===== config.mk =====
export PLATFORM = sky130hd
export DESIGN_NAME = bb3_emit
export DESIGN_NICKNAME = d
export VERILOG_FILES = /design/src/rtl/core/bb3_pkg.sv /design/src/rtl/core/bb3_emit.sv
export SDC_FILE = /design/constraint.sdc
export NUM_CORES = 1
export LEC_CHECK = 0
export ABC_AREA = 1
export BUFFER_PORTS_ARGS = -buffer_cell sky130_fd_sc_hd__buf_4
export CAP_MARGIN = 20
export CORE_AREA = 2 2 203 205
export DETAILED_ROUTE_END_ITERATION = 8
export DIE_AREA = 0 0 205 207
export GPL_ROUTABILITY_DRIVEN = 0
export PLACE_DENSITY = 0.7
export SYNTH_ARGS = -nofsm -noshare
export SYNTH_HDL_FRONTEND = slang
export SYNTH_SLANG_ARGS = --single-unit

===== constraint.sdc =====
create_clock -name clk -period 9.9 [get_ports clk]
set_clock_uncertainty 0.05 [all_clocks]
set_input_delay 1.98 -clock clk [delete_from_list [all_inputs] [get_ports clk]]
set_output_delay 1.98 -clock clk [all_outputs]
set_load 0.005 [all_outputs]

===== src/rtl/core/bb3_pkg.sv =====
// shared types, constants and helpers of the 3x3 box blur stream core
package bb3_pkg;

    localparam int MAX_WIDTH_DEF = 1024;
    localparam int POS_LIMIT     = 1024;

    localparam int PIX_W = 24;
    localparam int POS_W = 10;
    localparam int CFG_W = 11;

    localparam logic [CFG_W-1:0] FRAME_WIDTH_RST  = 11'd800;
    localparam logic [CFG_W-1:0] FRAME_HEIGHT_RST = 11'd600;

    // register indexes of the configuration port
    localparam logic REG_FRAME_WIDTH  = 1'b0;
    localparam logic REG_FRAME_HEIGHT = 1'b1;

    localparam logic [7:0]  ALPHA_OPAQUE = 8'hFF;
    localparam logic [11:0] DIV9_MUL     = 12'd3641;
    localparam int          DIV9_SHIFT   = 15;

    // position and pending-result info of one pixel
    // mask bit {ci,ri}: ci picks column c-1 or c, ri picks row r-1 or r
    typedef struct packed {
        logic [POS_W-1:0] col;
        logic [POS_W-1:0] row;
        logic [3:0]       mask;
        logic             top_ok;
        logic             mid_ok;
        logic             first_col;
    } bb3_pos_t;

    // per column and channel: rows 1..2 (part) and rows 0..2 (full)
    typedef logic [2:0][2:0][9:0] bb3_csum_t;

    typedef struct packed {
        bb3_csum_t full;
        bb3_csum_t part;
    } bb3_sums_t;

    // floor(x / 9), exact for x below 2304, whose quotients fit in 8 bits
    function automatic logic [7:0] div9(input logic [11:0] x);
        logic [23:0] prod;
        prod = 24'(x) * 24'(DIV9_MUL);
        return prod[DIV9_SHIFT+7:DIV9_SHIFT];
    endfunction

endpackage


===== src/rtl/core/bb3_emit.sv =====
// result sequencer: up to four results per pixel, divide by nine, output register
module bb3_emit
    import bb3_pkg::*;
(
    input  logic        clk,
    input  logic        rst_n,
    input  logic        load,
    input  bb3_pos_t    pos,
    input  bb3_sums_t   sums,
    output logic        ready,
    output logic        m_tvalid,
    input  logic        m_tready,
    output logic [55:0] m_tdata,    // pixel_out[31:0], out_col[41:32], out_row[51:42], zero pad
    output logic        m_tlast     // last_of_run
);

    logic [3:0]       mask_reg;
    logic [POS_W-1:0] col_reg;
    logic [POS_W-1:0] row_reg;
    bb3_sums_t        sums_reg;

    logic             out_valid_reg;
    logic [31:0]      out_pixel_reg;
    logic [POS_W-1:0] out_col_reg;
    logic [POS_W-1:0] out_row_reg;
    logic             out_last_reg;

    logic [1:0]       sel;
    logic             emit;
    logic [3:0]       mask_after;
    logic [2:0][7:0]  quot;
    logic [POS_W-1:0] res_col;
    logic [POS_W-1:0] res_row;

    // lowest pending result first: by column, then by row
    always_comb
    begin
        priority if (mask_reg[0])
        begin
            sel = 2'd0;
        end
        else if (mask_reg[1])
        begin
            sel = 2'd1;
        end
        else if (mask_reg[2])
        begin
            sel = 2'd2;
        end
        else
        begin
            sel = 2'd3;
        end
    end

    assign emit       = (mask_reg != 4'd0) && (!out_valid_reg || m_tready);
    assign mask_after = emit ? (mask_reg & ~(4'd1 << sel)) : mask_reg;
    assign ready      = (mask_after == 4'd0);

    always_comb
    begin
        logic [11:0] tot;
        for (int ch = 0; ch < 3; ch++)
        begin
            if (sel[0])
            begin
                tot = 12'(sums_reg.part[1][ch]) + 12'(sums_reg.part[2][ch])
                    + (sel[1] ? 12'd0 : 12'(sums_reg.part[0][ch]));
            end
            else
            begin
                tot = 12'(sums_reg.full[1][ch]) + 12'(sums_reg.full[2][ch])
                    + (sel[1] ? 12'd0 : 12'(sums_reg.full[0][ch]));
            end
            quot[ch] = div9(tot);
        end
    end

    assign res_col = sel[1] ? col_reg : col_reg - 10'd1;
    assign res_row = sel[0] ? row_reg : row_reg - 10'd1;

    always_ff @(posedge clk or negedge rst_n)
    begin
        if (!rst_n)
        begin
            mask_reg <= '0;
        end
        else if (load)
        begin
            mask_reg <= pos.mask;
        end
        else
        begin
            mask_reg <= mask_after;
        end
    end

    always_ff @(posedge clk)
    begin
        if (load)
        begin
            col_reg  <= pos.col;
            row_reg  <= pos.row;
            sums_reg <= sums;
        end
    end

    always_ff @(posedge clk or negedge rst_n)
    begin
        if (!rst_n)
        begin
            out_valid_reg <= 1'b0;
        end
        else if (emit)
        begin
            out_valid_reg <= 1'b1;
        end
        else if (m_tready)
        begin
            out_valid_reg <= 1'b0;
        end
    end

    always_ff @(posedge clk)
    begin
        if (emit)
        begin
            out_pixel_reg <= {quot[2], quot[1], quot[0], ALPHA_OPAQUE};
            out_col_reg   <= res_col;
            out_row_reg   <= res_row;
            out_last_reg  <= (mask_after == 4'd0);
        end
    end

    assign m_tvalid = out_valid_reg;
    assign m_tdata  = {4'd0, out_row_reg, out_col_reg, out_pixel_reg};
    assign m_tlast  = out_last_reg;

endmodule


==> flow_metrics.py <==
metrics = {
    "floorplanning": {
        "fp-row-count": 74,
        "num_io_pins": 270,
        "floorplan.initialDensity_pct": 49.2,
        "die-area_sq_um": 42400,
        "core_area_sq_um": 40400,
        "fp.dieW_um": 205,
        "die_h_um": 207,
    },
    "global_route": {
        "grt_overflow": 0,
        "grt_pass1_wl_mm": 69.7,
        "grt_max_degree": 86,
        "track_usage_pct": 20.5,
        "antenna_found_initial": 1,
        "grt_pass1_vias": 14292,
    },
    "detailed_routing": {
        "first_pass_iters": 5,
        "via_per_inst": 4.93,
        "wl_per_cell_um": 15.1,
        "drtAntennaViolNets": 0,
        "first_iter_violations": 787,
        "totalWireLength_mm": 42.6,
        "drc": 0,
        "via_count": 13956,
    },
    "yosys": {
        "muxShareOfSynthArea_pct": 0.0567,
        "yosysWarningCount": 0,
        "synth_cell_types": 55,
        "synth_compound_area_share_pct": 6.27,
        "synth_fa_ha_area_share_pct": 31.1,
        "yosys.area_share.simple_pct": 12.4,
        "synthXorXnorAreaFrac_pct": 2.78,
        "ys_ff_latch": 250,
        "avgSynthCellArea_sq_um": 9.92,
        "netlist_area_sq_um": 19900,
        "synth_top_area_share_pct": 37.0,
        "synth_top_family_by_area": "adder cells",
        "synthesis.instances": 2002,
        "synthTopCellsByArea": "edfxtp_1 (37%), ha_1 (16%), fa_1 (15%), inv_1 (8.9%), nand2_1 (5.9%)",
        "synth_seq_area_share_pct": 37.7,
        "synth.largest_area_cell": "edfxtp_1",
    },
    "critical_path": {
        "path_class": "reg2reg",
        "crit_slowest_cell": "buf_4",
        "required_ns": 10.15,
        "end_kind": "flop",
        "path_max_fanout": 48,
        "crit_top_cell": "inv_1",
        "cp-start-kind": "flop",
        "cpPeakStageDelay_ns": 0.56,
        "critPathArrivalTime_ns": 8.12,
    },
    "timing": {
        "setup-tns-final_ns": 0,
        "relSlewSlack_pct": 40.7,
        "hold_viol_final": 0,
        "tightestPinTransition_ns": 0.880,
        "fin_crit_sh_pct": 79.5,
        "fmax_mhz": 127,
        "period_minus_slack_ns": 7.87,
        "slew_viol_final": 0,
        "grt_setup_unrepaired": "false",
        "setup_viol": 0,
    },
    "clock_tree": {
        "post_cts_resized": 0,
        "clkLatencyLatePin_ns": 0.57,
        "postCtsSetupBuffers": 0,
        "cts_tree": "yes",
        "hold_buffers": 0,
        "cts_buffers": 27,
        "cts.sinks": 250,
        "path_clk_slew_ns": 0.06,
        "h-tree-depth": 1,
        "cts_root_buffer": "clkbuf_16",
        "clock_path_buffers": 3,
    },
    "cells_and_area": {
        "largest_reg_flops": 180,
        "design_area_sq_um": 23200,
        "layout_commonest_cell": "inv_1",
        "syn_to_final_growth_pct": 16.8,
        "finish.utilization_pct": 57.5,
        "final_cell_mix": "inv_1 (469), nand2_1 (310), buf_4 (258)",
        "layout.nets": 2889,
        "finalNonFillerCells": 2828,
        "drive_gt1_share_pct": 14.9,
    },
    "min_path": {
        "min_path_type": "reg2reg",
    },
    "job": {
        "drv_cap": 0,
    },
    "place": {
        "dpl.hpwl_mm": 34.8,
        "numPortBuffers": 254,
        "dp.cells": 2778,
        "placed_cell_area_sq_um": 22400,
    },
    "outcome": {
        "status": "finished, final reports clean",
    },
}
==> logic make-up after synthesis <==
group | Yosys count
adder cells (fa/ha/maj) | 403
multiplexers | 1
other | 2
flip-flops | 250
XOR/XNOR | 63
AND/OR/NAND/NOR | 572
AO/OA/AOI/OAI | 214
buffers and inverters | 497
==> cell usage after synthesis, drive strengths merged <==
cell type,instances
a2111oi,2
a211oi,3
a21boi,2
a21o,16
a21oi,96
a221oi,1
a22oi,1
a31o,2
a31oi,1
a32oi,5
and2,1
buf,18
clkbuf,7
conb,2
dfrtp,5
edfxtp,245
fa,152
ha,251
inv,472
mux2,1
nand2,319
nand3,66
nand3b,2
nand4,18
nor2,125
nor3,27
nor3b,1
nor4,3
o2111ai,1
o211ai,1
o21a,3
o21ai,66
o21bai,11
o221a,1
o31ai,2
or2,10
xnor2,24
xor2,39
==> area by class of cell <==
class / instances / area [sq um]
diodes: 1 / 2.50
clock buffers: 30 / 687
clock inverters: 19 / 124
fillers: 3517 / 17200
inverters: 472 / 1770
multi-input cells: 1265 / 10500
flip-flops and latches: 250 / 7480
well taps: 532 / 666
repair buffers: 259 / 1950
==> path summary, 6_finish.rpt <==
kind,end,cells after the start,startpoint,slack [ns]
worst max-delay path,out_pixel_reg[31],33,mask_reg[0],2.03
worst min-delay path,m_tvalid,2,mask_reg[3],0.47
worst max register to register,out_pixel_reg[31],33,mask_reg[0],2.03
worst min register to register,m_tvalid,2,mask_reg[3],0.47
max in group asynchronous,mask_reg[1],1,rst_n,8.53
min in group asynchronous,m_tvalid,1,rst_n,1.16
==> per-layer routing <==
metal / wire [um] / global-route usage [%] / vias to the layer above
li1: - / - / 6963
met1: 19500 / 27.8 / 6636
met2: 19900 / 33.6 / 286
met3: 2060 / 3.43 / 71
met4: 1130 / 6.33 / 0
met5: 0 / 0 / -
==> metrics by stage <==
stage | hold slack, ns | worst slack [ns]
floorplan | 0.395 | 2.92
global placement | 0.446 | 2.16
detailed placement | 0.466 | 2.03
CTS | 0.479 | 1.97
global route | 0.495 | 1.34
finish | 0.475 | 2.03
==> critical path, delay by kind of cell, from the launching register on <==
kind | cells | cell delay [ns]
adders and majority gates | 9 | 3.77
xor gates and xnor gates | 1 | 0.16
buffers and inverters | 8 | 1.01
DFF | 1 | 0.46
and+or+nand+nor | 8 | 1.00
AOI/OAI and AO/OA | 7 | 1.10
Power is not shown: default switching activity piles up to over one toggle a cycle in this logic, so the estimate is an artifact.
