$ cat src/rtl/core/bb3_pkg.sv
// shared types, constants and helpers of the 3x3 box blur stream core
package bb3_pkg;

    localparam int MAX_WIDTH_DEF = 1024;
    localparam int POS_LIMIT     = 1024;

    localparam int PIX_W = 24;
    localparam int POS_W = 10;
    localparam int CFG_W = 11;

    localparam logic [CFG_W-1:0] FRAME_WIDTH_RST  = 11'd800;
    localparam logic [CFG_W-1:0] FRAME_HEIGHT_RST = 11'd600;

    // register indexes of the configuration port
    localparam logic REG_FRAME_WIDTH  = 1'b0;
    localparam logic REG_FRAME_HEIGHT = 1'b1;

    localparam logic [7:0]  ALPHA_OPAQUE = 8'hFF;
    localparam logic [11:0] DIV9_MUL     = 12'd3641;
    localparam int          DIV9_SHIFT   = 15;

    // position and pending-result info of one pixel
    // mask bit {ci,ri}: ci picks column c-1 or c, ri picks row r-1 or r
    typedef struct packed {
        logic [POS_W-1:0] col;
        logic [POS_W-1:0] row;
        logic [3:0]       mask;
        logic             top_ok;
        logic             mid_ok;
        logic             first_col;
    } bb3_pos_t;

    // per column and channel: rows 1..2 (part) and rows 0..2 (full)
    typedef logic [2:0][2:0][9:0] bb3_csum_t;

    typedef struct packed {
        bb3_csum_t full;
        bb3_csum_t part;
    } bb3_sums_t;

    // floor(x / 9), exact for x below 2304, whose quotients fit in 8 bits
    function automatic logic [7:0] div9(input logic [11:0] x);
        logic [23:0] prod;
        prod = 24'(x) * 24'(DIV9_MUL);
        return prod[DIV9_SHIFT+7:DIV9_SHIFT];
    endfunction

endpackage

$ cat src/rtl/core/bb3_window.sv
// 3x3 window registers and the column sums of the updated window
module bb3_window
    import bb3_pkg::*;
(
    input  logic             clk,
    input  logic             rst_n,
    input  logic             advance,
    input  bb3_pos_t         pos,
    input  logic [PIX_W-1:0] top,
    input  logic [PIX_W-1:0] mid,
    input  logic [PIX_W-1:0] cur,
    output bb3_sums_t        sums
);

    logic [2:0][2:0][PIX_W-1:0] win_reg;
    logic [2:0][2:0][PIX_W-1:0] win_next;

    always_comb
    begin
        win_next = win_reg;
        for (int k = 0; k < 3; k++)
        begin
            if (pos.first_col)
            begin
                win_next[k][0] = '0;
                win_next[k][1] = '0;
            end
            else
            begin
                win_next[k][0] = win_reg[k][1];
                win_next[k][1] = win_reg[k][2];
            end
        end
        win_next[0][2] = pos.top_ok ? top : '0;
        win_next[1][2] = pos.mid_ok ? mid : '0;
        win_next[2][2] = cur;
    end

    always_ff @(posedge clk or negedge rst_n)
    begin
        if (!rst_n)
        begin
            win_reg <= '0;
        end
        else if (advance)
        begin
            win_reg <= win_next;
        end
    end

    always_comb
    begin
        for (int j = 0; j < 3; j++)
        begin
            for (int ch = 0; ch < 3; ch++)
            begin
                sums.part[j][ch] = 10'(win_next[1][j][ch*8 +: 8])
                                 + 10'(win_next[2][j][ch*8 +: 8]);
                sums.full[j][ch] = sums.part[j][ch] + 10'(win_next[0][j][ch*8 +: 8]);
            end
        end
    end

endmodule

$ cat config.mk
export PLATFORM = sky130hd
export DESIGN_NAME = bb3_window
export DESIGN_NICKNAME = d
export VERILOG_FILES = /design/src/rtl/core/bb3_pkg.sv /design/src/rtl/core/bb3_window.sv
export SDC_FILE = /design/constraint.sdc
export NUM_CORES = 1
export LEC_CHECK = 0
export BUFFER_PORTS_ARGS = -buffer_cell sky130_fd_sc_hd__buf_4
export CORE_ASPECT_RATIO = 0.7
export CORE_MARGIN = 3
export CORE_UTILIZATION = 60
export DETAILED_ROUTE_END_ITERATION = 7
export MAX_ROUTING_LAYER = met4
export PLACE_DENSITY = 0.92
export SYNTH_ARGS = -nofsm -noshare
export SYNTH_HDL_FRONTEND = slang
export SYNTH_SLANG_ARGS = --single-unit
$ cat constraint.sdc
create_clock -name clk -period 9.7 [get_ports clk]
set_input_delay 0.97 -clock clk [delete_from_list [all_inputs] [get_ports clk]]
set_output_delay 0.97 -clock clk [all_outputs]
set_load 0.02 [all_outputs]
==> out/qor.csv <==
stage;metric;value;unit
routing;initial drt markers;769;
min_path;hold depth;1;
floorplanning;Row Count;43;
layout;Largest register FFs;144;
sta;hold violation total from the final report;0;
floorplanning;area of the core region;20100;µm²
synthesis;synthesis warning total;0;
sta;unrepaired setup endpoints after global routing;false;
floorplanning;area enclosed by the die boundary;22500;µm²
sta;final setup skew;0.0114;ns
synthesis;synthesized instance count;1264;
clocking;maximum clock path buffer count;2;
grt;number of global-route vias before repair;10100;
synthesis;EDFF count, synth;0;
setup_path;data arrival time of the worst path;5.15;ns
floorplanning;DIE WIDTH;178;µm
setup_path;startpoint kind of the worst setup timing path;input port;
routing;via total after detailed routing;10400;
floorplanning;I/O pin count;282;
clocking;TritonCTS Sinks;144;
synthesis;Main synth FF type;sky130_fd_sc_hd__dfrtp_1;
clocking;post-cts resize count;0;
min_path;hold path startpoint;win_reg[141]$_DFFE_PN0P_;
setup_path;endpoint kind of the worst setup timing path;output pin;
clocking;hold-fix buffer count after cts;0;
power;Design Power;2340;µW
setup_path;critical path fanouts, max;74;
setup_path;cell count of the worst reg-to-reg path;2;
layout;footprint of the multi-input gates;8460;µm²
sta;maximum frequency from static timing analysis;0.163;GHz
place;HPWL Detailed;27600;µm
synthesis;cell types with the highest counts after synthesis;sky130_fd_sc_hd__nor2b_1, sky130_fd_sc_hd__ha_1, sky130_fd_sc_hd__dfrtp_1, sky130_fd_sc_hd__mux2_2, sky130_fd_sc_hd__xnor2_1;
power;internal power;1470;µW
setup_path;r2r endpoint;win_reg[25]$_DFFE_PN0P_;
synthesis;count of different cell masters after synthesis;53;
clocking;number of H-tree levels;4;
synthesis;largest area contributor in the netlist;sky130_fd_sc_hd__dfrtp_1;
routing;remaining routing DRC violations;0;
place;final weighted congestion in routability-driven placement;0.979;
power;maximum resistive drop on vdd;0.000110;V
clocking;clock buffers created by TritonCTS;17;
grt;maximum number of pins on one net before global-route repair;102;
power;Power per Cell Area;155;nW/µm²
setup_path;worst reg-to-reg setup slack;8.41;ns
layout;share of layout cells above drive strength 1;0.295;
routing;antenna violation net count after detailed routing;0;
synthesis;share of flip-flops with an asynchronous set or reset after synthesis;1.00;
setup_path;Worst Path Class, Setup;input port to output pin;
layout;net count reported at finish;1765;
run;number of max-cap violations;0;
grt;global-route wire length before repair;53400;µm
synthesis;share of the synthesized area in the top cell type;0.290;
synthesis;top cells by area, synth;sky130_fd_sc_hd__dfrtp_1, sky130_fd_sc_hd__ha_1, sky130_fd_sc_hd__mux2_2, sky130_fd_sc_hd__nor2b_1, sky130_fd_sc_hd__xnor2_1;
layout;Sequential Area;3600;µm²
sta;worst slew margin relative to its limit;0.274;
setup_path;timing startpoint of the critical path;pos[0];
grt;total grt overflow;0;
grt;initial antenna violation count;0;
synthesis;share of the yosys chip area belonging to registers;0.290;
layout;Non-Filler Cell Area, Final;15100;µm²
synthesis;cell with the most instances after synthesis;sky130_fd_sc_hd__nor2b_1;
clocking;post-CTS repair timing setup buffer count;0;
place;placement-stage cell area;14500;µm²
routing;post-detailed-route via-to-cell ratio;5.83;
power;switching power of the nets;867;µW
routing;length of the first detailed-routing pass in iterations;5;
power;net switching fraction of the power;0.371;
sta;final period utilization;0.631;
setup_path;launch instance of the worst register-to-register path;win_reg[49]$_DFFE_PN0P_;
floorplanning;die height;126;µm
sta;Max Slew Vio Count;0;
layout;Area growth, synth to finish;21.1;%
routing;total wire length;34100;µm
outcome;outcome;finished, final reports clean;
power;relative contribution of the clock network to total power;0.273;
grt;All-Layer GR Usage;0.312;
floorplanning;starting density of the core;0.619;
setup_path;CP Data Required Time;8.73;ns
min_path;Hold EP;win_reg[141]$_DFFE_PN0P_;
clocking;register clock-pin slew on the reported worst setup and hold paths;0.06;ns
power;sequential share of power;0.292;
layout;count of inserted antenna diode cells;0;
clocking;clock insertion delay at the later pin of the skew report;0.43;ns
clocking;clock root buffer;sky130_fd_sc_hd__clkbuf_16;
power;leakage power summed over all cells;0.00755;µW
min_path;hold crit path type;register to register;
synthesis;register bit total from synthesis;144;
synthesis;mean instance size in the synthesized netlist;9.84;µm²
sta;accumulated negative setup slack;0;ns
routing;WL/cell;19.2;µm
clocking;TritonCTS clock tree;done;
sta;slew of the pin with the lowest slew margin;1.09;ns
place;quantity of I/O buffers inserted on ports;248;
sta;setup violators final;0;
synthesis;netlist area before placement;12400;µm²
power;combinational power share;0.435;
sta;Final min period;6.12;ns
layout;fillcell total;1455;
-- worst max-delay path, stage by stage --
cell and delay [ns]:
sky130_fd_sc_hd__buf_4 0.55, sky130_fd_sc_hd__buf_4 0.68, sky130_fd_sc_hd__nor2b_1 0.12, sky130_fd_sc_hd__ha_1 0.26, sky130_fd_sc_hd__fa_1 0.47, sky130_fd_sc_hd__a21oi_1 0.18, sky130_fd_sc_hd__nor2b_1 0.09, sky130_fd_sc_hd__a31o_2 0.27
sky130_fd_sc_hd__nor2_1 0.13, sky130_fd_sc_hd__xnor2_1 0.18, sky130_fd_sc_hd__ha_1 0.33, sky130_fd_sc_hd__or2_2 0.32, sky130_fd_sc_hd__a21o_1 0.19, sky130_fd_sc_hd__o41ai_2 0.06, sky130_fd_sc_hd__xnor2_1 0.16, sky130_fd_sc_hd__buf_4 0.16
-- worst max-delay path by stage --
stage | endpoint | slack [ns] | cells past startpoint
floorplan | sums[118] | 4.31 | 16
global placement | sums[118] | 3.68 | 16
detailed placement | sums[118] | 3.60 | 16
CTS | sums[118] | 3.55 | 16
global route | sums[118] | 3.26 | 16
finish | sums[118] | 3.58 | 16
-- placed cells by master, fill, tap and decap left out, drive strengths merged, types with 3 or more instances in the layout --
cell type	n
a211oi	3
a21boi	6
a21o	16
a21oi	59
and2	49
buf	251
clkbuf	21
clkinv	4
clkinvlp	4
conb	9
dfrtp	144
fa	18
ha	148
inv	49
mux2	144
nand2	29
nand2b	7
nand3	54
nor2	75
nor2b	161
nor3	21
nor4	3
o2111ai	12
o211ai	19
o21a	7
o21ai	15
o21bai	22
o22a	3
o41ai	12
or2	5
or3	5
xnor2	76
xor2	38
-- layer usage --
layer	vias up	routed length, µm	track usage
met5	-	0	-
met2	431	14200	0.437
met1	4997	16600	0.481
li1	4899	-	-
met4	0	590	0.0665
met3	50	2700	0.0419
-- through the flow --
step                utilization  setup WS (ns)  hold slack (ns)  std cells
floorplan                     -           4.31            0.473       1272
global placement          0.721           3.68            0.482       1748
detailed placement        0.721           3.60            0.488       1748
CTS                       0.750           3.55            0.502       1780
global route              0.750           3.26            0.510       1780
finish                    0.750           3.58            0.497       1780
-- logic make-up after synthesis --
group | share of synthesized area
multiplexers | 0.130
XOR/XNOR | 0.0803
adder cells (fa/ha/maj) | 0.178
buffers and inverters | 0.0318
other | 0.000302
flip-flops | 0.290
AO/OA/AOI/OAI | 0.108
AND/OR/NAND/NOR | 0.182
-- power groups by stage --
stage	combinational (µW)	sequential (µW)	clock, µW
2_1_floorplan	653	681	0
3_3_place_gp	985	688	0
3_5_place_dp	1010	693	0
4_1_cts	1010	682	648
5_1_grt	1090	689	672
6_report	1020	683	639
-- final cells by class --
| type | instances | share of cell area |
|---|---|---|
| clock inverters | 11 | 0.00698 |
| flip-flops and latches | 144 | 0.239 |
| multi-input cells | 1036 | 0.562 |
| clock buffers | 21 | 0.0319 |
| well taps | 270 | 0.0224 |
| inverters | 47 | 0.0117 |
| repair buffers | 251 | 0.125 |
No activity file was read; power rests on OpenSTA's default activity.
